==> config.mk <==
export PLATFORM = sky130hd
export DESIGN_NAME = json_token_scanner_flat
export DESIGN_NICKNAME = d
export VERILOG_FILES = /design/src/hdl/jts_pkg.sv /design/src/hdl/jts_if.sv /design/src/hdl/json_token_scanner.sv /design/src/hdl/jts_scan.sv /design/src/hdl/jts_rbuf.sv /design/src/flat_wrapper.sv
export SDC_FILE = /design/constraint.sdc
export NUM_CORES = 1
export LEC_CHECK = 0
export ABC_AREA = 1
export ABC_CLOCK_PERIOD_IN_PS = 7500
export BUFFER_PORTS_ARGS = -buffer_cell sky130_fd_sc_hd__buf_2
export CORE_MARGIN = 4
export CORE_UTILIZATION = 68
export DETAILED_ROUTE_END_ITERATION = 10
export PLACE_DENSITY = 0.87
export SLEW_MARGIN = 30
export SYNTH_ARGS = -nofsm -noshare
export SYNTH_HDL_FRONTEND = slang
export SYNTH_SLANG_ARGS = --single-unit
==> constraint.sdc <==
create_clock -name clk -period 7.5 [get_ports clk]
set_clock_uncertainty 0.2 [all_clocks]
set_input_delay 1.5 -clock clk [delete_from_list [all_inputs] [get_ports clk]]
set_output_delay 1.5 -clock clk [all_outputs]
set_load 0.03 [all_outputs]
==> src/hdl/jts_pkg.sv <==
// ----------------------------------------------------------------------------
// jts_pkg
// Token and error codes, result record and keyword tables of the JSON scanner.
// ----------------------------------------------------------------------------
package jts_pkg;

	localparam int KIND_W = 4;
	localparam int ERR_W  = 3;
	localparam int LINE_W = 24;
	localparam int LEN_W  = 7;

	localparam logic [KIND_W-1:0] TK_LBRACKET = 4'd0;
	localparam logic [KIND_W-1:0] TK_RBRACKET = 4'd1;
	localparam logic [KIND_W-1:0] TK_LBRACE   = 4'd2;
	localparam logic [KIND_W-1:0] TK_RBRACE   = 4'd3;
	localparam logic [KIND_W-1:0] TK_COMMA    = 4'd4;
	localparam logic [KIND_W-1:0] TK_COLON    = 4'd5;
	localparam logic [KIND_W-1:0] TK_STRING   = 4'd6;
	localparam logic [KIND_W-1:0] TK_NUMBER   = 4'd7;
	localparam logic [KIND_W-1:0] TK_TRUE     = 4'd8;
	localparam logic [KIND_W-1:0] TK_FALSE    = 4'd9;
	localparam logic [KIND_W-1:0] TK_NULL     = 4'd10;
	localparam logic [KIND_W-1:0] TK_EOF      = 4'd11;
	localparam logic [KIND_W-1:0] TK_ERROR    = 4'd12;

	localparam logic [ERR_W-1:0] EC_NONE       = 3'd0;
	localparam logic [ERR_W-1:0] EC_UNTERM     = 3'd1;
	localparam logic [ERR_W-1:0] EC_POINT      = 3'd2;
	localparam logic [ERR_W-1:0] EC_EXP        = 3'd3;
	localparam logic [ERR_W-1:0] EC_SIGN       = 3'd4;
	localparam logic [ERR_W-1:0] EC_EOF_NUM    = 3'd5;
	localparam logic [ERR_W-1:0] EC_UNEXPECTED = 3'd6;

	// keyword selectors
	localparam logic [1:0] KW_NULL  = 2'd0;
	localparam logic [1:0] KW_FALSE = 2'd1;
	localparam logic [1:0] KW_TRUE  = 2'd2;

	typedef struct packed {
		logic [KIND_W-1:0] kind;
		logic [ERR_W-1:0]  err;
		logic [LINE_W-1:0] line;
		logic [LEN_W-1:0]  len;
		logic              last;
	} jts_result_t;

	localparam logic [7:0] KW_TEXT [3][5] = '{
		'{"n", "u", "l", "l", 8'h00},
		'{"f", "a", "l", "s", "e"},
		'{"t", "r", "u", "e", 8'h00}
	};

	function automatic jts_result_t mk_res(input logic [KIND_W-1:0] kind,
			input logic [ERR_W-1:0] err, input logic [LINE_W-1:0] line,
			input logic [LEN_W-1:0] len);
		jts_result_t r;
		r.kind = kind;
		r.err  = err;
		r.line = line;
		r.len  = len;
		r.last = 1'b0;
		return r;
	endfunction

	function automatic logic [2:0] kw_len(input logic [1:0] sel);
		return (sel == KW_FALSE) ? 3'd5 : 3'd4;
	endfunction

	function automatic logic [KIND_W-1:0] kw_kind(input logic [1:0] sel);
		logic [KIND_W-1:0] k;
		unique case (sel)
			KW_FALSE: k = TK_FALSE;
			KW_TRUE:  k = TK_TRUE;
			default:  k = TK_NULL;
		endcase
		return k;
	endfunction

	// expected letter, zero past the end; upper case is the lower letter minus 0x20
	function automatic logic [7:0] kw_char(input logic [1:0] sel, input logic [2:0] pos,
			input logic upper);
		logic [7:0] c;
		c = 8'h00;
		if (pos < kw_len(sel)) begin
			c = KW_TEXT[sel][pos];
			if (upper)
				c = c - 8'h20;
		end
		return c;
	endfunction

endpackage

==> src/hdl/jts_if.sv <==
// ----------------------------------------------------------------------------
// jts_byte_if / jts_token_if
// Valid/ready channels for source bytes and for scanned tokens.
// ----------------------------------------------------------------------------
interface jts_byte_if;
	logic       valid;
	logic       ready;
	logic [7:0] byte_in;
	logic       end_of_input;

	modport source (output valid, output byte_in, output end_of_input, input ready);
	modport sink (input valid, input byte_in, input end_of_input, output ready);
endinterface

interface jts_token_if import jts_pkg::*; ();
	logic              valid;
	logic              ready;
	logic [KIND_W-1:0] token_kind;
	logic [ERR_W-1:0]  error_code;
	logic [LINE_W-1:0] line_number;
	logic [LEN_W-1:0]  lexeme_length;
	logic              last_result;

	modport source (output valid, output token_kind, output error_code, output line_number,
		output lexeme_length, output last_result, input ready);
	modport sink (input valid, input token_kind, input error_code, input line_number,
		input lexeme_length, input last_result, output ready);
endinterface

==> src/hdl/json_token_scanner.sv <==
// ----------------------------------------------------------------------------
// json_token_scanner
// Byte-serial JSON lexer with line tracking and error recovery to the newline.
// ----------------------------------------------------------------------------
// Takes one source byte per cycle and returns its tokens in order. A byte is
// registered, scanned when there is room for its results, and its zero to two
// results are written into a four-entry result queue that drives the token
// port, so a new byte can be taken in every cycle while results wait to be
// collected. The sustained rate is one byte per clock; it falls only when
// results come out faster than one per cycle on average, or the token sink
// stalls, as the token port hands out one result per transfer. A byte passes
// the input register and the result queue before its first result is offered.
module json_token_scanner import jts_pkg::*; #(
	parameter int LEXEME_LIMIT = 64,
	parameter int LINE_BITS    = 24
) (
	input  logic        clk,
	input  logic        arst_n,
	jts_byte_if.sink    bytes,
	jts_token_if.source tokens
);

	logic        valid_s1;
	logic [7:0]  byte_s1;
	logic        eof_s1;
	logic        advance;
	logic        room;
	jts_result_t res0, res1, head;
	logic [1:0]  res_cnt;

	assign advance     = valid_s1 && room;
	assign bytes.ready = !valid_s1 || advance;

	always_ff @(posedge clk or negedge arst_n) begin
		if (!arst_n)
			valid_s1 <= 1'b0;
		else if (bytes.ready)
			valid_s1 <= bytes.valid;
	end

	always_ff @(posedge clk) begin
		if (bytes.valid && bytes.ready) begin
			byte_s1 <= bytes.byte_in;
			eof_s1  <= bytes.end_of_input;
		end
	end

	jts_scan #(
		.LEXEME_LIMIT(LEXEME_LIMIT),
		.LINE_BITS(LINE_BITS)
	) u_scan (
		.clk(clk),
		.arst_n(arst_n),
		.step(advance),
		.byte_in(byte_s1),
		.end_of_input(eof_s1),
		.res0(res0),
		.res1(res1),
		.res_cnt(res_cnt)
	);

	jts_rbuf u_rbuf (
		.clk(clk),
		.arst_n(arst_n),
		.push_cnt(advance ? res_cnt : 2'd0),
		.push0(res0),
		.push1(res1),
		.room(room),
		.out_valid(tokens.valid),
		.out_ready(tokens.ready),
		.out_data(head)
	);

	assign tokens.token_kind    = head.kind;
	assign tokens.error_code    = head.err;
	assign tokens.line_number   = head.line;
	assign tokens.lexeme_length = head.len;
	assign tokens.last_result   = head.last;

endmodule

==> src/hdl/jts_scan.sv <==
// ----------------------------------------------------------------------------
// jts_scan
// Scanner state and next-state logic: one byte in, zero to two results out.
// ----------------------------------------------------------------------------
module jts_scan import jts_pkg::*; #(
	parameter int LEXEME_LIMIT = 64,
	parameter int LINE_BITS    = 24
) (
	input  logic        clk,
	input  logic        arst_n,
	input  logic        step,
	input  logic [7:0]  byte_in,
	input  logic        end_of_input,
	output jts_result_t res0,
	output jts_result_t res1,
	output logic [1:0]  res_cnt
);

	localparam int TL_W = $clog2(LEXEME_LIMIT + 1);
	localparam logic [TL_W-1:0] LIM = TL_W'(LEXEME_LIMIT);
	localparam logic [LINE_BITS-1:0] LINE_TOP = {LINE_BITS{1'b1}};

	// number phases, plus two outcome codes
	localparam logic [2:0] PH_INT   = 3'd0;
	localparam logic [2:0] PH_POINT = 3'd1;
	localparam logic [2:0] PH_FRAC  = 3'd2;
	localparam logic [2:0] PH_EXP   = 3'd3;
	localparam logic [2:0] PH_ESIGN = 3'd4;
	localparam logic [2:0] PH_EDIG  = 3'd5;
	localparam logic [2:0] NX_ERR   = 3'd6;
	localparam logic [2:0] NX_DONE  = 3'd7;

	typedef enum logic [2:0] {
		M_IDLE = 3'd0,
		M_STR  = 3'd1,
		M_NUM  = 3'd2,
		M_KEY  = 3'd3,
		M_SKIP = 3'd4
	} mode_t;

	mode_t                mode_q, mode_d;
	logic [2:0]           phase_q, phase_d;
	logic [1:0]           ksel_q, ksel_d;
	logic [2:0]           kpos_q, kpos_d;
	logic                 kup_q, kup_d;
	logic [TL_W-1:0]      tlen_q, tlen_d;
	logic [LINE_BITS-1:0] line_q, line_d;

	logic [TL_W-1:0]           tlen_g;
	logic [TL_W+LEN_W-1:0]     t_ext, g_ext;
	logic [LEN_W-1:0]          t_len, g_len;
	logic [LINE_BITS+LINE_W-1:0] line_ext;
	logic [LINE_W-1:0]         line_out;

	logic is_digit, is_sign, is_e;
	logic [1:0] sel3;
	logic [2:0] kpos_inc;
	logic [7:0] want;
	logic [2:0] nx;
	logic [ERR_W-1:0] ncode;

	// idle-mode decode, shared by idle mode and the byte that closes a number
	logic              i_emit, i_nl, i_tlen_we, i_tlen_one, i_key;
	logic [KIND_W-1:0] i_kind;
	logic [ERR_W-1:0]  i_err;
	logic [LEN_W-1:0]  i_len;
	mode_t             i_mode;
	logic [1:0]        i_ksel;

	jts_result_t res [2];
	logic [1:0]  n;
	logic        nl;
	logic        use_idle;

	assign tlen_g   = (tlen_q < LIM) ? tlen_q + 1'b1 : tlen_q;
	assign t_ext    = {{LEN_W{1'b0}}, tlen_q};
	assign g_ext    = {{LEN_W{1'b0}}, tlen_g};
	assign t_len    = t_ext[LEN_W-1:0];
	assign g_len    = g_ext[LEN_W-1:0];
	assign line_ext = {{LINE_W{1'b0}}, line_q};
	assign line_out = line_ext[LINE_W-1:0];

	assign is_digit = (byte_in >= "0") && (byte_in <= "9");
	assign is_sign  = (byte_in == "+") || (byte_in == "-");
	assign is_e     = (byte_in == "e") || (byte_in == "E");
	assign sel3     = (ksel_q == 2'd3) ? KW_NULL : ksel_q;
	assign want     = kw_char(sel3, kpos_q, kup_q);
	assign kpos_inc = kpos_q + 1'b1;

	always_comb begin
		i_emit     = 1'b0;
		i_nl       = 1'b0;
		i_tlen_we  = 1'b0;
		i_tlen_one = 1'b0;
		i_key      = 1'b0;
		i_kind     = TK_ERROR;
		i_err      = EC_NONE;
		i_len      = LEN_W'(1);
		i_mode     = M_IDLE;
		i_ksel     = KW_NULL;
		if (byte_in == "n" || byte_in == "N")
			i_ksel = KW_NULL;
		else if (byte_in == "f" || byte_in == "F")
			i_ksel = KW_FALSE;
		else
			i_ksel = KW_TRUE;
		priority if (byte_in == "\n") begin
			i_nl = 1'b1;
		end else if (byte_in == " " || byte_in == "\t") begin
			i_emit = 1'b0;
		end else if (byte_in == "[") begin
			i_emit = 1'b1;
			i_kind = TK_LBRACKET;
		end else if (byte_in == "]") begin
			i_emit = 1'b1;
			i_kind = TK_RBRACKET;
		end else if (byte_in == "{") begin
			i_emit = 1'b1;
			i_kind = TK_LBRACE;
		end else if (byte_in == "}") begin
			i_emit = 1'b1;
			i_kind = TK_RBRACE;
		end else if (byte_in == ",") begin
			i_emit = 1'b1;
			i_kind = TK_COMMA;
		end else if (byte_in == ":") begin
			i_emit = 1'b1;
			i_kind = TK_COLON;
		end else if (byte_in == "\"") begin
			i_tlen_we  = 1'b1;
			i_tlen_one = 1'b1;
			i_mode     = M_STR;
		end else if (is_digit || is_sign) begin
			i_tlen_we  = 1'b1;
			i_tlen_one = 1'b1;
			i_mode     = M_NUM;
		end else if (byte_in == "n" || byte_in == "N" || byte_in == "f" || byte_in == "F" ||
				byte_in == "t" || byte_in == "T") begin
			i_tlen_we  = 1'b1;
			i_tlen_one = 1'b1;
			i_key      = 1'b1;
			i_mode     = M_KEY;
		end else begin
			i_tlen_we = 1'b1;
			i_emit    = 1'b1;
			i_kind    = TK_ERROR;
			i_err     = EC_UNEXPECTED;
			i_len     = '0;
			i_mode    = M_SKIP;
		end
	end

	// number phase transitions
	always_comb begin
		nx    = NX_DONE;
		ncode = EC_NONE;
		unique case (phase_q)
			PH_INT:   nx = is_digit ? PH_INT : (byte_in == ".") ? PH_POINT :
				is_e ? PH_EXP : NX_DONE;
			PH_POINT: begin
				nx    = is_digit ? PH_FRAC : NX_ERR;
				ncode = EC_POINT;
			end
			PH_FRAC:  nx = is_digit ? PH_FRAC : is_e ? PH_EXP : NX_DONE;
			PH_EXP: begin
				nx    = is_sign ? PH_ESIGN : is_digit ? PH_EDIG : NX_ERR;
				ncode = EC_EXP;
			end
			PH_ESIGN: begin
				nx    = is_digit ? PH_EDIG : NX_ERR;
				ncode = EC_SIGN;
			end
			default:  nx = is_digit ? PH_EDIG : NX_DONE;
		endcase
	end

	always_comb begin
		mode_d   = mode_q;
		phase_d  = phase_q;
		ksel_d   = ksel_q;
		kpos_d   = kpos_q;
		kup_d    = kup_q;
		tlen_d   = tlen_q;
		res[0]   = '0;
		res[1]   = '0;
		n        = 2'd0;
		nl       = 1'b0;
		use_idle = 1'b0;
		if (end_of_input) begin
			unique case (mode_q)
				M_STR: begin
					res[0] = mk_res(TK_STRING, EC_UNTERM, line_out, t_len);
					n      = 2'd1;
				end
				M_NUM: begin
					if (phase_q == PH_POINT || phase_q == PH_EXP || phase_q == PH_ESIGN)
						res[0] = mk_res(TK_ERROR, EC_EOF_NUM, line_out, '0);
					else
						res[0] = mk_res(TK_NUMBER, EC_NONE, line_out, t_len);
					n = 2'd1;
				end
				M_KEY: begin
					res[0] = mk_res(TK_ERROR, EC_UNEXPECTED, line_out, '0);
					n      = 2'd1;
				end
				default: n = 2'd0;
			endcase
			res[n[0]] = mk_res(TK_EOF, EC_NONE, line_out, '0);
			n         = n + 2'd1;
			mode_d    = M_IDLE;
			phase_d   = PH_INT;
			kpos_d    = '0;
			tlen_d    = '0;
		end else begin
			unique case (mode_q)
				M_STR: begin
					if (byte_in == "\"") begin
						tlen_d = tlen_g;
						res[0] = mk_res(TK_STRING, EC_NONE, line_out, g_len);
						n      = 2'd1;
						mode_d = M_IDLE;
					end else if (byte_in == "," || byte_in == ":" || byte_in == "\n") begin
						res[0] = mk_res(TK_STRING, EC_UNTERM, line_out, t_len);
						n      = 2'd1;
						nl     = (byte_in == "\n");
						mode_d = M_IDLE;
					end else begin
						tlen_d = tlen_g;
					end
				end
				M_NUM: begin
					if (nx == NX_ERR) begin
						res[0]  = mk_res(TK_ERROR, ncode, line_out, '0);
						n       = 2'd1;
						phase_d = PH_INT;
						nl      = (byte_in == "\n");
						mode_d  = (byte_in == "\n") ? M_IDLE : M_SKIP;
					end else if (nx == NX_DONE) begin
						// the closing byte is scanned again as a fresh token start
						res[0]   = mk_res(TK_NUMBER, EC_NONE, line_out, t_len);
						n        = 2'd1;
						phase_d  = PH_INT;
						use_idle = 1'b1;
					end else begin
						tlen_d  = tlen_g;
						phase_d = nx;
					end
				end
				M_KEY: begin
					if (want != 8'h00 && byte_in == want) begin
						tlen_d = tlen_g;
						if (kpos_inc >= kw_len(sel3)) begin
							res[0] = mk_res(kw_kind(sel3), EC_NONE, line_out, g_len);
							n      = 2'd1;
							kpos_d = '0;
							mode_d = M_IDLE;
						end else begin
							kpos_d = kpos_inc;
						end
					end else begin
						res[0] = mk_res(TK_ERROR, EC_UNEXPECTED, line_out, '0);
						n      = 2'd1;
						kpos_d = '0;
						nl     = (byte_in == "\n");
						mode_d = (byte_in == "\n") ? M_IDLE : M_SKIP;
					end
				end
				M_SKIP: begin
					if (byte_in == "\n") begin
						nl     = 1'b1;
						mode_d = M_IDLE;
					end
				end
				default: use_idle = 1'b1;
			endcase
			if (use_idle) begin
				mode_d = i_mode;
				nl     = i_nl;
				if (i_tlen_we)
					tlen_d = i_tlen_one ? TL_W'(1) : '0;
				if (i_mode == M_NUM)
					phase_d = PH_INT;
				if (i_key) begin
					ksel_d = i_ksel;
					kup_d  = (byte_in < "a");
					kpos_d = 3'd1;
				end
				if (i_emit) begin
					res[n[0]] = mk_res(i_kind, i_err, line_out, i_len);
					n         = n + 2'd1;
				end
			end
		end
		if (n != 2'd0)
			res[~n[0]].last = 1'b1;
	end

	assign line_d  = (nl && line_q != LINE_TOP) ? line_q + 1'b1 : line_q;
	assign res0    = res[0];
	assign res1    = res[1];
	assign res_cnt = n;

	always_ff @(posedge clk or negedge arst_n) begin
		if (!arst_n) begin
			mode_q  <= M_IDLE;
			phase_q <= PH_INT;
			ksel_q  <= KW_NULL;
			kpos_q  <= '0;
			kup_q   <= 1'b0;
			tlen_q  <= '0;
			line_q  <= LINE_BITS'(1);
		end else if (step) begin
			mode_q  <= mode_d;
			phase_q <= phase_d;
			ksel_q  <= ksel_d;
			kpos_q  <= kpos_d;
			kup_q   <= kup_d;
			tlen_q  <= tlen_d;
			line_q  <= line_d;
		end
	end

endmodule

==> src/hdl/jts_rbuf.sv <==
// ----------------------------------------------------------------------------
// jts_rbuf
// Four-entry result queue: takes up to two results a cycle, hands out one.
// ----------------------------------------------------------------------------
module jts_rbuf import jts_pkg::*; (
	input  logic        clk,
	input  logic        arst_n,
	input  logic [1:0]  push_cnt,
	input  jts_result_t push0,
	input  jts_result_t push1,
	output logic        room,
	output logic        out_valid,
	input  logic        out_ready,
	output jts_result_t out_data
);

	localparam int DEPTH = 4;
	localparam int PTR_W = $clog2(DEPTH);
	localparam int CNT_W = $clog2(DEPTH + 1);

	jts_result_t      mem_q [DEPTH];
	logic [PTR_W-1:0] wp_q, rp_q;
	logic [CNT_W-1:0] cnt_q;
	logic             pop;

	assign out_valid = (cnt_q != '0);
	assign pop       = out_valid && out_ready;
	assign out_data  = mem_q[rp_q];
	// room for a worst-case byte, whatever leaves this cycle
	assign room      = (cnt_q <= CNT_W'(DEPTH - 2));

	always_ff @(posedge clk) begin
		if (push_cnt != 2'd0)
			mem_q[wp_q] <= push0;
		if (push_cnt == 2'd2)
			mem_q[wp_q + 1'b1] <= push1;
	end

	always_ff @(posedge clk or negedge arst_n) begin
		if (!arst_n) begin
			wp_q  <= '0;
			rp_q  <= '0;
			cnt_q <= '0;
		end else begin
			wp_q  <= wp_q + PTR_W'(push_cnt);
			rp_q  <= rp_q + PTR_W'(pop);
			cnt_q <= cnt_q + CNT_W'(push_cnt) - CNT_W'(pop);
		end
	end

endmodule

==> src/flat_wrapper.sv <==
// flat-port wrapper written by rule: the top's interface ports become plain ports
module json_token_scanner_flat import jts_pkg::*;
#(
	parameter int LEXEME_LIMIT = 64,
	parameter int LINE_BITS    = 24
)
  (clk, arst_n, bytes_valid, bytes_byte_in, bytes_end_of_input, bytes_ready, tokens_valid, tokens_token_kind, tokens_error_code, tokens_line_number, tokens_lexeme_length, tokens_last_result, tokens_ready);
  jts_byte_if bytes_i ();
  jts_token_if tokens_i ();
  input  logic clk;
  input  logic arst_n;
  input wire logic [$bits(bytes_i.valid)-1:0] bytes_valid;
  input wire logic [$bits(bytes_i.byte_in)-1:0] bytes_byte_in;
  input wire logic [$bits(bytes_i.end_of_input)-1:0] bytes_end_of_input;
  output wire logic [$bits(bytes_i.ready)-1:0] bytes_ready;
  output wire logic [$bits(tokens_i.valid)-1:0] tokens_valid;
  output wire logic [$bits(tokens_i.token_kind)-1:0] tokens_token_kind;
  output wire logic [$bits(tokens_i.error_code)-1:0] tokens_error_code;
  output wire logic [$bits(tokens_i.line_number)-1:0] tokens_line_number;
  output wire logic [$bits(tokens_i.lexeme_length)-1:0] tokens_lexeme_length;
  output wire logic [$bits(tokens_i.last_result)-1:0] tokens_last_result;
  input wire logic [$bits(tokens_i.ready)-1:0] tokens_ready;
  assign bytes_i.valid = bytes_valid;
  assign bytes_i.byte_in = bytes_byte_in;
  assign bytes_i.end_of_input = bytes_end_of_input;
  assign bytes_ready = bytes_i.ready;
  assign tokens_valid = tokens_i.valid;
  assign tokens_token_kind = tokens_i.token_kind;
  assign tokens_error_code = tokens_i.error_code;
  assign tokens_line_number = tokens_i.line_number;
  assign tokens_lexeme_length = tokens_i.lexeme_length;
  assign tokens_last_result = tokens_i.last_result;
  assign tokens_i.ready = tokens_ready;
  json_token_scanner #(.LEXEME_LIMIT(LEXEME_LIMIT), .LINE_BITS(LINE_BITS)) u_core (.clk(clk), .arst_n(arst_n), .bytes(bytes_i), .tokens(tokens_i));
endmodule
## Yosys cells after proc, flatten, opt, wreduce, memory -nomap -nowiden

Memories as Yosys holds them, arrays and structs flattened.
Cells that the tools add are included.

| word-level totals | value |
|---|---|
| memories kept | 1 |
| bits in writable memories | 156 |
| flip-flop bits (word level) | 60 |

Memory list:

| name | depth | width | read ports | clocked after Yosys merged registers in | wr ports | RTL line | text |
|---|---|---|---|---|---|---|---|
| u_core.u_rbuf.mem_q | 4 | 39 | 1 | 0 | 2 | jts_rbuf.sv:21 | `jts_result_t mem_q [DEPTH];` |

| cells by class | value |
|---|---|
| add/subtract/negate cells | 11 |
| muxes and demuxes | 191 |
| bitwise gates (word level) | 7 |
| reductions and logical operators | 36 |
| equal/unequal tests | 42 |
| $lt $le $gt $ge | 15 |

Operators by type and width:

| kind | count |
|---|---|
| $mux 39 | 8 |
| $mux 78 | 4 |
| $bwmux 78 | 3 |
| $pmux 39 s3 | 2 |
| $mux 3 | 49 |
| $demux 39 s1 | 3 |
| $mux 38 | 3 |
| $eq 8x7->1 const B | 12 |
| $bmux 40 s2 | 1 |
| $mux 40 | 2 |
| $mux 1 | 74 |
| $mux 7 | 9 |
| $eq 8x6->1 const B | 7 |
| $mux 4 | 8 |
| $mux 8 | 4 |
| $add 24x1->24 const B | 1 |
| $bmux 8 s3 | 1 |
| $mux 2 | 12 |
| $ne 24x24->1 const B | 1 |
| $pmux 7 s3 | 1 |
| $eq 8x4->1 const B | 2 |
| $eq 3x2->1 const B | 5 |
| $logic_or 1x1->1 | 15 |
| $pmux 3 s5 | 1 |
| 47 further kinds | 74 |

## Depth between registers and ports, before layout

Gate-level depths: netlist of the first run.

| depth | value |
|---|---|
| word-level depth | 29 |
| gate-level depth with buffers | 25 |
| depth with buffers taken out | 25 |

## Cells and area by module

A second synthesis of the first run with hierarchy kept.

| unflattened totals | value |
|---|---|
| cell total of the unflattened synthesis | 1685 |
| area, all modules | 13178.9 um2 |

Modules (own cells, without submodules):

| module | instances | cells each | seq. area each (um2) | area an instance (um2) |
|---|---|---|---|---|
| jts_rbuf | 1 | 857 | 4859.7 | 7982.7 |
| jts_scan | 1 | 807 | 1077.3 | 4855.9 |
| json_token_scanner | 1 | 21 | 295.3 | 340.3 |

## Least setup slack after synthesis of the first run

Ideal clock, no wire load.

| timing | value |
|---|---|
| kind | register to register |
| start point | register u_core.u_scan.ksel_q[0] |
| end point | memory u_core.u_rbuf.mem_q[1][0] in the netlist's numbering (enable) |
| setup slack | 2.761 ns |
| setup time | 0.397 ns |
| data required time | 6.903 ns |
| stages on the path, launching flop included | 20 |
| arrival | 4.142 ns |
| cells stage by stage | dfrtp_1 ha_1 ha_1 a21oi_2 ha_1 o21ai_0 nand3_1 or2_2 nand4_4 nand2_4 nand4_4 ha_1 nand3_1 nand2_1 nand2_1 inv_1 buf_2 nand3_1 buf_2 nand2_1 |

RTL lines:

| item | RTL line | text |
|---|---|---|
| start: declaration | jts_scan.sv:43 | `logic [1:0] ksel_q, ksel_d;` |
| start signal: assignment | jts_scan.sv:315 | `ksel_q <= ksel_d;` |
| end: declaration | jts_rbuf.sv:21 |  |

==> impl_metrics.ini, run 1 <==
[setup_path]
arrival_ns = 5.11
cp_slowest_stage_delay_ns = 0.55
critPathTopFamily = simple AND/OR/NAND/NOR gates
critPathKind = reg -> reg
critical_path_required_ns = 7.45
crit_path_end_kind = flop
slowest_stage = nand2_1
cp.buffers_inverters = 2
critPathMaxFanout = 39
crit_path_start_kind = flop
cp_cell_sequence = ha_1, ha_1, a21oi_2, ha_1, nand3_1, nand2_1, inv_1, nand3_1, nor2_1, nand4_4, nand2_4, nand4_4, ha_1, nand2_1, nand2_1, inv_1, nand2_2, nand2_1, nand3_1, nand2_4
regToRegSetupSlack_ns = 2.34

[synth]
yosysUniqueCellTypes = 49
ys_seq_area_share_pct = 46.92
syn-num-nets = 1755
yosysWarnings = 0
synth_area_mm2 = 0.01328
synth_edf_count = 165
post-synth-top-area-fraction_pct = 37.31
ys_ff_latch = 216
syn_inst = 1723
async_flop_share_pct = 23.61
synth_ff_type = edfxtp_1
synth_area_leaders = edfxtp_1 (37%), nand2_1 (14%), dfrtp_1 (9.4%), nand3_1 (6.5%), nor2_1 (5.5%)
yosysTopAreaCell = edfxtp_1
synth_area_per_cell_um2 = 7.708

[global_routing]
grt.total_usage_pct = 33.38
antenna_found_initial = 0
grt_pass1_vias = 11920
grt_pass1_wl_um = 59390
grt_overflow_total = 0
grt_max_degree = 81

[route]
post_drt_wl_per_cell_um = 18.59
via_per_inst = 6.205
dr_total_vias = 12450
wirelength_um = 37280
drc = 0
final_antenna_net_count = 0
drt_iter0_drc = 1836
firstDrtPassIters = 6

[clock_network]
clk_latency_ns = 0.53
cts_made_buffers = 23
cts_setup_buffers = 0
cts_sinks = 216
cts_resized = 0
clockBufferDepth = 3
cts_tree = built
ctsHtreeMaxLevel = 1
cts_root_buf = clkbuf_16
hold_buffers = 0
clkTransAtPathRegs_ns = 0.06

[pwr]
leakage_uw = 0.006235
p_switching_uw = 2184
power.total_uw = 4854
p_int_uw = 2670
p_comb_share_pct = 43.6
pwr-share-clk_pct = 22.5
ir_worst_vdd_mv = 0.2695
power_frac_seq_pct = 33.9
p_sw_share_pct = 45.00
powerDensity_mw_per_mm2 = 338.4

[die]
start_util_pct = 70.07
num_rows = 50
die_x_um = 147.8
dieArea_mm2 = 0.02183
die_y_um = 147.8
boundaryPins = 54
core-area_mm2 = 0.01896

[hold_path]
hp-class = reg -> reg

[placement]
place_area_mm2 = 0.01362
hpwl_um = 24160
io_buffers = 53
gpl.final_weighted_congestion = 0.9733

[timing]
slew_violations = 0
slew_headroom_pct = 35.47
finalSetupViolations = 0
rsz0062_at_grt = no
fin_crit_ns = 5.159
hold_viol = 0
setup_tns_ns = 0
fmax_mhz = 193.9
tightest_slew_ns = 0.9656
hold_ws_ns = 0.3036
period_share_pct = 68.78

[outcome]
status = complete, no violations

[cells_and_area]
fin_util_pct = 75.68
diodes = 0
design_area_mm2 = 0.01435
layout-drive-gt1-share_pct = 8.247
area_growth_pct = 8.007
fillers = 1451
fin_nets = 1761

[job]
cap_violations = 0
## through the flow
stage | cells | worst slack [ns]
2_1_floorplan | 1723 | 2.761
3_3_place_gp | 1964 | 2.352
3_5_place_dp | 1964 | 2.197
4_1_cts | 2006 | 2.190
5_1_grt | 2006 | 1.967
6_report | 2006 | 2.341
## power by group through the flow
| stage | combinational (uW) | clock (uW) | sequential [uW] |
|---|---|---|---|
| final | 2120 | 1090 | 1640 |
| after global routing | 2290 | 1150 | 1660 |
| after CTS | 2080 | 1090 | 1640 |
| after detailed placement | 2070 | 0 | 1670 |
| after global placement | 2010 | 0 | 1660 |
| after floorplan | 1480 | 0 | 1640 |
## worst paths after layout
kind / from / to / depth (start not counted)
max: u_core.u_scan.ksel_q[0]$_DFFE_PN0P_ / u_core.u_rbuf.mem_q[3][25]$_DFFE_PP_ / 20
min: u_core.u_scan.mode_q[2]$_DFFE_PN0P_ / u_core.u_scan.mode_q[2]$_DFFE_PN0P_ / 2
max reg2reg: u_core.u_scan.ksel_q[0]$_DFFE_PN0P_ / u_core.u_rbuf.mem_q[3][25]$_DFFE_PP_ / 20
min reg2reg: u_core.u_scan.mode_q[2]$_DFFE_PN0P_ / u_core.u_scan.mode_q[2]$_DFFE_PN0P_ / 2
max in group asynchronous: arst_n / u_core.u_rbuf.rp_q[0]$_DFF_PN0_ / 2
min in group asynchronous: arst_n / u_core.u_scan.t_len[2]$_DFFE_PN0P_ / 2
## Yosys cell counts (25+ instances only)
cell type	count
edfxtp_1	165
buf_2	28
clkbuf_1	48
o21ai_0	129
o22ai_1	48
a21oi_1	46
dfrtp_1	50
nand4_1	28
nor3_1	25
inv_1	140
nor2_1	194
nand3_1	172
nand2_1	505
xor2_1	29
## state kept, by name, indices dropped and copies added (netlist names)
register and count:
u_core.byte_s1 8, u_core.eof_s1 1, u_core.u_rbuf.cnt_q 3, u_core.u_rbuf.mem_q 156, u_core.u_rbuf.rp_q 2, u_core.u_rbuf.wp_q 2
u_core.u_scan.kpos_q 3, u_core.u_scan.ksel_q 2, u_core.u_scan.kup_q 1, u_core.u_scan.line_out 24, u_core.u_scan.mode_q 3, u_core.u_scan.phase_q 3
u_core.u_scan.t_len 7, u_core.valid_s1 1
## cell usage in the layout, fill, tap and decap left out, types with 3 or more instances in the layout
master,instances
dfrtp_1,49
o31ai_1,3
inv_1,138
o22ai_1,48
inv_2,12
nand4_1,28
edfxtp_1,165
nand3_1,172
clkinv_2,4
xnor2_1,4
o221ai_1,5
clkbuf_1,5
nor2_1,191
ha_1,18
nand3b_1,3
buf_2,53
xor2_1,29
buf_4,18
nand2_2,4
o2111ai_1,5
a21oi_1,46
clkinv_1,4
nand2_4,6
o21ai_0,128
o211ai_1,12
nor4_1,8
nor3_1,25
nor2_2,4
nand2_1,501
a22oi_1,3
clkbuf_16,23
clkinvlp_4,4
## layer usage
| layer | GRT usage, % | share of wire (%) | wire, um | vias to the layer above |
|---|---|---|---|---|
| li1 | - | - | - | 5813 |
| met1 | 44.60 | 38 | 13990 | 5636 |
| met2 | 55.22 | 47 | 17370 | 847 |
| met3 | 5.947 | 12 | 4601 | 152 |
| met4 | 12.07 | 3.5 | 1319 | 0 |
| met5 | 0 | 0 | 0 | - |
## area by class of cell
type                            instances  area [um^2]  area share (%)
Timing Repair Buffer                   71        400.4           2.791
Multi-Input combinational cell       1266         6100           42.52
Sequential cell                       216         6233           43.45
Clock inverter                         13        111.4          0.7763
Clock buffer                           29        608.1           4.239
Inverter                              151        566.8           3.951
Tap cell                              260        325.3           2.268
## tightest hold or removal path: stages, from the launching register on
cell and delay [ns]:
dfrtp_1 0.36, nand2_1 0.06, nand2_1 0.05
## kinds of logic (layout without fill, tap and decap cells)
logic type,count (synthesis),after routing,share of synthesized area [%]
buffers and inverters,241,264,7.471
and+or+nand+nor,953,953,30.38
adders and majority gates,19,19,1.846
DFF,216,216,46.92
xor gates and xnor gates,33,33,2.176
AOI/OAI and AO/OA,261,261,11.20
Power figures use the tool's default switching activity.
==> run 2, diff against run 1 <==
--- a/config.mk
+++ b/config.mk
@@ -5,13 +5,13 @@
 export SDC_FILE = /design/constraint.sdc
 export NUM_CORES = 1
 export LEC_CHECK = 0
-export ABC_AREA = 1
-export ABC_CLOCK_PERIOD_IN_PS = 7500
+export ABC_AREA = 0
+export ABC_CLOCK_PERIOD_IN_PS = 4500
 export BUFFER_PORTS_ARGS = -buffer_cell sky130_fd_sc_hd__buf_2
 export CORE_MARGIN = 4
-export CORE_UTILIZATION = 68
+export CORE_UTILIZATION = 56
 export DETAILED_ROUTE_END_ITERATION = 10
-export PLACE_DENSITY = 0.87
+export PLACE_DENSITY = 0.77
 export SLEW_MARGIN = 30
 export SYNTH_ARGS = -nofsm -noshare
 export SYNTH_HDL_FRONTEND = slang
==> constraint.sdc (replaced) <==
create_clock -name clk -period 4.5 [get_ports clk]
set_clock_uncertainty 0.2 [all_clocks]
set_input_delay 0.9 -clock clk [delete_from_list [all_inputs] [get_ports clk]]
set_output_delay 0.9 -clock clk [all_outputs]
set_load 0.03 [all_outputs]
==> run 2 against run 1 <==
The run now ends with negative setup slack left. Synthesized cell count decreased by 41%. Final area increased by 0.70%. Clock power increased by 61%. Final cell count decreased by 29%. Power increased by 78%. Die area increased by 6.5%. Wire length decreased by 16%. Sequential power increased by 87%. Critical endpoint is now u_core.u_rbuf.mem_q[0][1]$_DFFE_PP_. Largest cell class unchanged. Largest power group unchanged.
==> impl_metrics.ini, run 2 <==
[outcome]
status = finished, violations left
violations = negative setup slack

[setup_path]
crit_path_start_kind = flop
critical_path_required_ns = 4.52
crit_end = u_core.u_rbuf.mem_q[0][1]$_DFFE_PP_
critPathKind = reg -> reg
critPathMaxFanout = 8
reg2reg_from = u_core.u_scan.ksel_q[0]$_DFFE_PN0P_
regToRegSetupSlack_ns = -0.08
r2r_cells = 21
reg2reg_to = u_core.u_rbuf.mem_q[0][1]$_DFFE_PP_
setup.worst_path.start = u_core.u_scan.ksel_q[0]$_DFFE_PN0P_
crit_path_end_kind = flop
arrival_ns = 4.61

[die]
start_util_pct = 57.39
boundaryPins = 54
dieArea_mm2 = 0.02325
num_rows = 52
core-area_mm2 = 0.02036
die_x_um = 152.5
die_y_um = 152.5

[pwr]
pwr-share-clk_pct = 20.4
leakage_uw = 0.005338
p_int_uw = 5294
ir_worst_vdd_mv = 0.4103
p_switching_uw = 3357
power_frac_seq_pct = 35.3
p_comb_share_pct = 44.3
powerDensity_mw_per_mm2 = 598.9
p_sw_share_pct = 38.81

[route]
wirelength_um = 31400
drt_iter0_drc = 782
firstDrtPassIters = 5
final_antenna_net_count = 0
post_drt_wl_per_cell_um = 22.10
via_per_inst = 6.281
drc = 0
dr_total_vias = 8926

[timing]
tightest_slew_ns = 1.157
hold_viol = 0
slew_violations = 0
setup_ws_ns = -0.08499
rsz0062_at_grt = yes
fmax_mhz = 218.1
slew_headroom_pct = 21.88
finalSetupViolations = 64
setup_tns_ns = -3.229
period_share_pct = 101.9
fin_crit_ns = 4.585

[global_routing]
grt.total_usage_pct = 24.37
grtUsageMet1_pct = 34.64
grt_overflow_total = 0
grt_pass1_vias = 8717
use_met2_pct = 40.01
grt_max_degree = 41
grt_use_met3_pct = 3.437
antenna_found_initial = 0
busiest_layer = met2
grt_pass1_wl_um = 46730

[synth]
synth_common_cells = edfxtp_1 (165), nor2_1 (98), and2_1 (87)
post-synth-top-area-fraction_pct = 42.39
ys_seq_area_share_pct = 53.32
syn_inst = 1016
yosysTopAreaCell = edfxtp_1
ys_ff_latch = 216
synth_ff_type = edfxtp_1
syn-num-nets = 1048
synth_area_per_cell_um2 = 11.50
synth.most_common_cell = edfxtp_1
synth_edf_count = 165
yosysUniqueCellTypes = 89
async_flop_share_pct = 23.61
synth_area_mm2 = 0.01169
synth_area_leaders = edfxtp_1 (42%), dfrtp_1 (11%), mux4_2 (7.5%), and2_1 (4.7%), nor2_1 (3.1%)
yosysWarnings = 0

[clock_network]
clockBufferDepth = 3
clk_latency_ns = 0.51
hold_buffers = 0
cts_root_buf = clkbuf_16
cts_made_buffers = 22
cts_tree = built
cts_sinks = 216
clkTransAtPathRegs_ns = 0.07
ctsHtreeMaxLevel = 1

[cells_and_area]
final_cell_mix = edfxtp_1 (165), nor2_1 (90), and2_1 (81), nand2_1 (62), buf_4 (58)
final_common_cell = edfxtp_1
largest_reg_flops = 156
fillers = 1319
fin_nets = 1168
layout-drive-gt1-share_pct = 28.50
diodes = 0
area_growth_pct = 23.59
fin_util_pct = 70.93
regMostFlops = u_core.u_rbuf.mem_q

[placement]
gpl.final_weighted_congestion = 0.9640
io_buffers = 53
hpwl_um = 18860

[hold_path]
hp-class = in -> async

[job]
cap_violations = 0
run 2: cell count changes in the layout (fill, tap and decap cells not counted), sizes merged, moves of 80 or more:
cell   delta
and2     +86
inv     -125
nand2   -447
nand3   -149
nor2     -99
o21ai    -80
run 2: cell type report:
type | count | area [um^2] | share of cell area (%)
clock inverters | 12 | 85.08 | 0.5890
clock buffers | 27 | 600.6 | 4.158
inverters | 28 | 110.1 | 0.7622
repair buffers | 159 | 1550 | 10.73
well taps | 270 | 337.8 | 2.339
multi-input cells | 709 | 5524 | 38.24
flip-flops and latches | 216 | 6237 | 43.18
run 2: cells by family (layout without fill, tap and decap cells):
kind of cell	count (synthesis)	after routing	share of synthesized area (%)
and+or+nand+nor	413	413	19.08
DFF	216	216	53.32
AOI/OAI and AO/OA	191	191	11.13
buffers and inverters	91	226	3.137
muxes	52	52	8.682
xor gates and xnor gates	34	34	2.548
adders and majority gates	19	19	2.098
run 2: critical path, cell delays in order, from the launching register on:
cell and delay [ns]:
dfrtp_1 0.41, ha_4 0.18, ha_4 0.16, a21boi_4 0.17
ha_2 0.21, nor2b_4 0.13, a311o_1 0.13, nand3b_1 0.08
or4_4 0.53, nor4b_4 0.27, o21ai_2 0.11, nor3_4 0.18
inv_2 0.08, ha_4 0.24, nor2_4 0.12, a21oi_4 0.08
buf_6 0.15, buf_6 0.10, nor3_4 0.15, buf_6 0.14
a21o_4 0.24, clkbuf_16 0.21
run 2: layer usage:
layer	part of all wire, %	up-vias
met1	41	4381
met3	8.0	58
met5	0	-
met2	49	435
met4	2.4	0
li1	-	4052
run 2: worst min path at each step:
stage	cells after the start	end	slack, ns	start
2_1_floorplan	1	u_core.u_rbuf.cnt_q[2]$_DFF_PN0_	0.26	u_core.u_rbuf.cnt_q[2]$_DFF_PN0_
3_3_place_gp	1	u_core.u_rbuf.cnt_q[2]$_DFF_PN0_	0.30	u_core.u_rbuf.cnt_q[2]$_DFF_PN0_
3_5_place_dp	1	u_core.u_rbuf.cnt_q[2]$_DFF_PN0_	0.30	u_core.u_rbuf.cnt_q[2]$_DFF_PN0_
4_1_cts	1	u_core.u_scan.kpos_q[2]$_DFFE_PN0P_	0.26	arst_n
5_1_grt	1	u_core.u_scan.kpos_q[2]$_DFFE_PN0P_	0.28	arst_n
6_report	1	u_core.u_scan.kpos_q[2]$_DFFE_PN0P_	0.24	arst_n
run 2: repair_timing:
| action | CTS | global route |
|---|---|---|
| gates cloned | 1 | 20 |
| pin swaps | 14 | 6 |
| endpoints found under the hold margin | 0 | 0 |
| setup buffers | 9 | 6 |
| endpoints found under the setup margin | 276 | 303 |
| gates resized for setup | 13 | 71 |
run 2: metrics by stage:
step / instance area, um^2 / cells / power (uW) / worst slack [ns] / hold WS, ns
3_5_place_dp: 12930 / 1348 / 6421 / -0.1972 / 0.2979
4_1_cts: 13770 / 1397 / 8296 / -0.07443 / 0.2561
2_1_floorplan: 11880 / 1016 / 5261 / -0.1535 / 0.2610
3_3_place_gp: 12930 / 1348 / 6335 / -0.06077 / 0.2960
6_report: 14450 / 1421 / 8651 / -0.08499 / 0.2376
5_1_grt: 14450 / 1421 / 9032 / -0.2460 / 0.2782
run 2: power by group through the flow:
stage	Combinational (uW)	Clock, uW	Sequential [uW]
6_report	3830	1760	3060
5_1_grt	4060	1860	3100
4_1_cts	3480	1770	3040
3_5_place_dp	3340	0	3080
3_3_place_gp	3280	0	3050
2_1_floorplan	2450	0	2820
==> run 3, diff against run 2 <==
--- a/config.mk
+++ b/config.mk
@@ -8,6 +8,7 @@
 export ABC_AREA = 0
 export ABC_CLOCK_PERIOD_IN_PS = 4500
 export BUFFER_PORTS_ARGS = -buffer_cell sky130_fd_sc_hd__buf_2
+export CORE_ASPECT_RATIO = 0.75
 export CORE_MARGIN = 4
 export CORE_UTILIZATION = 56
 export DETAILED_ROUTE_END_ITERATION = 10
==> run 3 against run 2 <==
The run still ends with negative setup slack left. Utilization down 2.2 points. Worst setup slack worse by 0.015 ns. Global-route usage up 0.25 points. Die area up 0.10%. Power down 1.1%. Final cell count down 1.1%. Non-clock buffer count down 27. Hold slack worse by 0.090 ns. Critical path depth unchanged. Register-to-register slack worse by 0.02 ns. Combinational power down 7.0%. Largest power group unchanged.
==> impl_metrics.ini, run 3 (synthesis results as in run 2) <==
[clock_network]
ctsHtreeMaxLevel = 1
cts_made_buffers = 22
cts_tree = built
clkTransAtPathRegs_ns = 0.06
cts_root_buf = clkbuf_16
clockBufferDepth = 3
clk_latency_ns = 0.52
cts_sinks = 216

[timing]
setup_tns_ns = -2.087
rsz0062_at_grt = yes
hold_viol = 0
slew_violations = 0
slew_headroom_pct = 32.66
fin_crit_ns = 4.600
setup_ws_ns = -0.1002
period_share_pct = 102.2
fmax_mhz = 217.4
tightest_slew_ns = 0.9995
finalSetupViolations = 38

[pwr]
ir_worst_vdd_mv = 0.3433
p_comb_share_pct = 41.6
powerDensity_mw_per_mm2 = 610.4
pwr-share-clk_pct = 22.9
p_switching_uw = 3240
p_sw_share_pct = 37.87
leakage_uw = 0.005146
p_int_uw = 5314
power_frac_seq_pct = 35.5

[global_routing]
antenna_found_initial = 0
grt_max_degree = 41
grt_pass1_vias = 8157
grt_overflow_total = 0
grt_pass1_wl_um = 45890
grt.total_usage_pct = 24.62

[route]
final_antenna_net_count = 0
firstDrtPassIters = 6
drt_iter0_drc = 1236
wirelength_um = 29310
post_drt_wl_per_cell_um = 20.85
via_per_inst = 6.275
drc = 0
dr_total_vias = 8823

[setup_path]
crit_path_start_kind = flop
critical_path_required_ns = 4.68
regToRegSetupSlack_ns = -0.10
critPathMaxFanout = 6
critPathKind = reg -> reg
reg2reg_from = u_core.u_scan.ksel_q[1]$_DFFE_PN0P_
arrival_ns = 4.78
crit_path_end_kind = flop
setup.worst_path.start = u_core.u_scan.ksel_q[1]$_DFFE_PN0P_
r2r_cells = 21
reg2reg_to = u_core.u_rbuf.mem_q[1][12]$_DFFE_PP_

[cells_and_area]
final_cell_mix = edfxtp_1 (165), nor2_1 (95), and2_1 (76), nand2_1 (64), buf_4 (57)
largest_reg_flops = 156
final_common_cell = edfxtp_1
regMostFlops = u_core.u_rbuf.mem_q
fillers = 1472
diodes = 0
layout-drive-gt1-share_pct = 25.71
area_growth_pct = 19.89
fin_nets = 1141

[placement]
io_buffers = 53
post-place-ws_ns = -0.2132
hpwl_um = 19510
gpl.final_weighted_congestion = 1.009

[die]
num_rows = 45
die_x_um = 174.8
die_y_um = 133.1
core-area_mm2 = 0.02038
boundaryPins = 54
dieArea_mm2 = 0.02327
start_util_pct = 57.34

[job]
cap_violations = 0

[outcome]
status = finished, violations left
violations = negative setup slack

[hold_path]
hp-class = in -> async
run 3: area by class of cell:
class	instances	area (um^2)	area share (%)
flip-flops and latches	216	6237	44.51
inverters	28	110.1	0.7858
well taps	282	352.8	2.518
clock buffers	30	610.6	4.358
clock inverters	9	161.4	1.152
multi-input cells	709	5405	38.57
repair buffers	132	1135	8.099
run 3: critical path, stage by stage, from the launching register on:
cell and delay (ns):
dfrtp_1 0.37, inv_2 0.06, ha_4 0.16, ha_4 0.15, a21boi_2 0.15, ha_2 0.22, nor2b_4 0.13, a311o_1 0.15
nand3b_1 0.09, or4_4 0.56, nor4b_4 0.30, o21ai_2 0.12, nor3_2 0.16, inv_2 0.08, ha_4 0.27, nor2_4 0.14
a21oi_4 0.08, or4_4 0.47, a21oi_4 0.16, buf_12 0.14, clkbuf_16 0.15, and2_4 0.13
run 3: routing by layer:
metal / share of wire (%) / up-vias / routed length [um] / GRT usage [%]
li1: - / 3992 / - / -
met1: 44 / 4293 / 12790 / 37.87
met2: 45 / 496 / 13230 / 37.31
met3: 9.7 / 42 / 2845 / 4.596
met4: 1.5 / 0 / 442 / 4.666
met5: 0 / - / 0 / 0
run 3: what timing repair did:
action,CTS,global route
setup buffers,6,3
hold endpoints to repair,0,0
gates cloned,0,5
pin swaps,8,17
gates resized for setup,4,38
endpoints found under the setup margin,273,312
hold buffers,0,0
run 3: power by group through the flow:
stage                     clock network, uW  registers [uW]  logic (uW)
after detailed placement                  0            3070        3310
after CTS                              1970            3030        3380
after global routing                   2060            3090        3800
final                                  1960            3040        3560
after floorplan                           0            2820        2450
after global placement                    0            3050        3260
run 3: how the worst max path moves through the flow:
stage | slack (ns) | to | cells after the start
floorplan | -0.15 | u_core.u_rbuf.cnt_q[2]$_DFF_PN0_ | 19
global placement | -0.02 | u_core.u_rbuf.mem_q[1][11]$_DFFE_PP_ | 20
detailed placement | -0.21 | u_core.u_rbuf.mem_q[1][15]$_DFFE_PP_ | 20
CTS | -0.07 | u_core.u_rbuf.mem_q[1][15]$_DFFE_PP_ | 20
global route | -0.28 | u_core.u_rbuf.mem_q[1][28]$_DFFE_PP_ | 20
finish | -0.10 | u_core.u_rbuf.mem_q[1][12]$_DFFE_PP_ | 21
run 3: metrics by stage:
step | total power (uW) | util, % | instance area (um^2) | cells | hold slack [ns]
floorplan | 5261 | - | 11880 | 1016 | 0.2610
global placement | 6314 | 63.14 | 12870 | 1353 | 0.2965
detailed placement | 6382 | 63.14 | 12870 | 1353 | 0.3189
CTS | 8380 | 67.24 | 13710 | 1398 | 0.1712
global route | 8953 | 68.75 | 14010 | 1406 | 0.1889
finish | 8554 | 68.75 | 14010 | 1406 | 0.1479
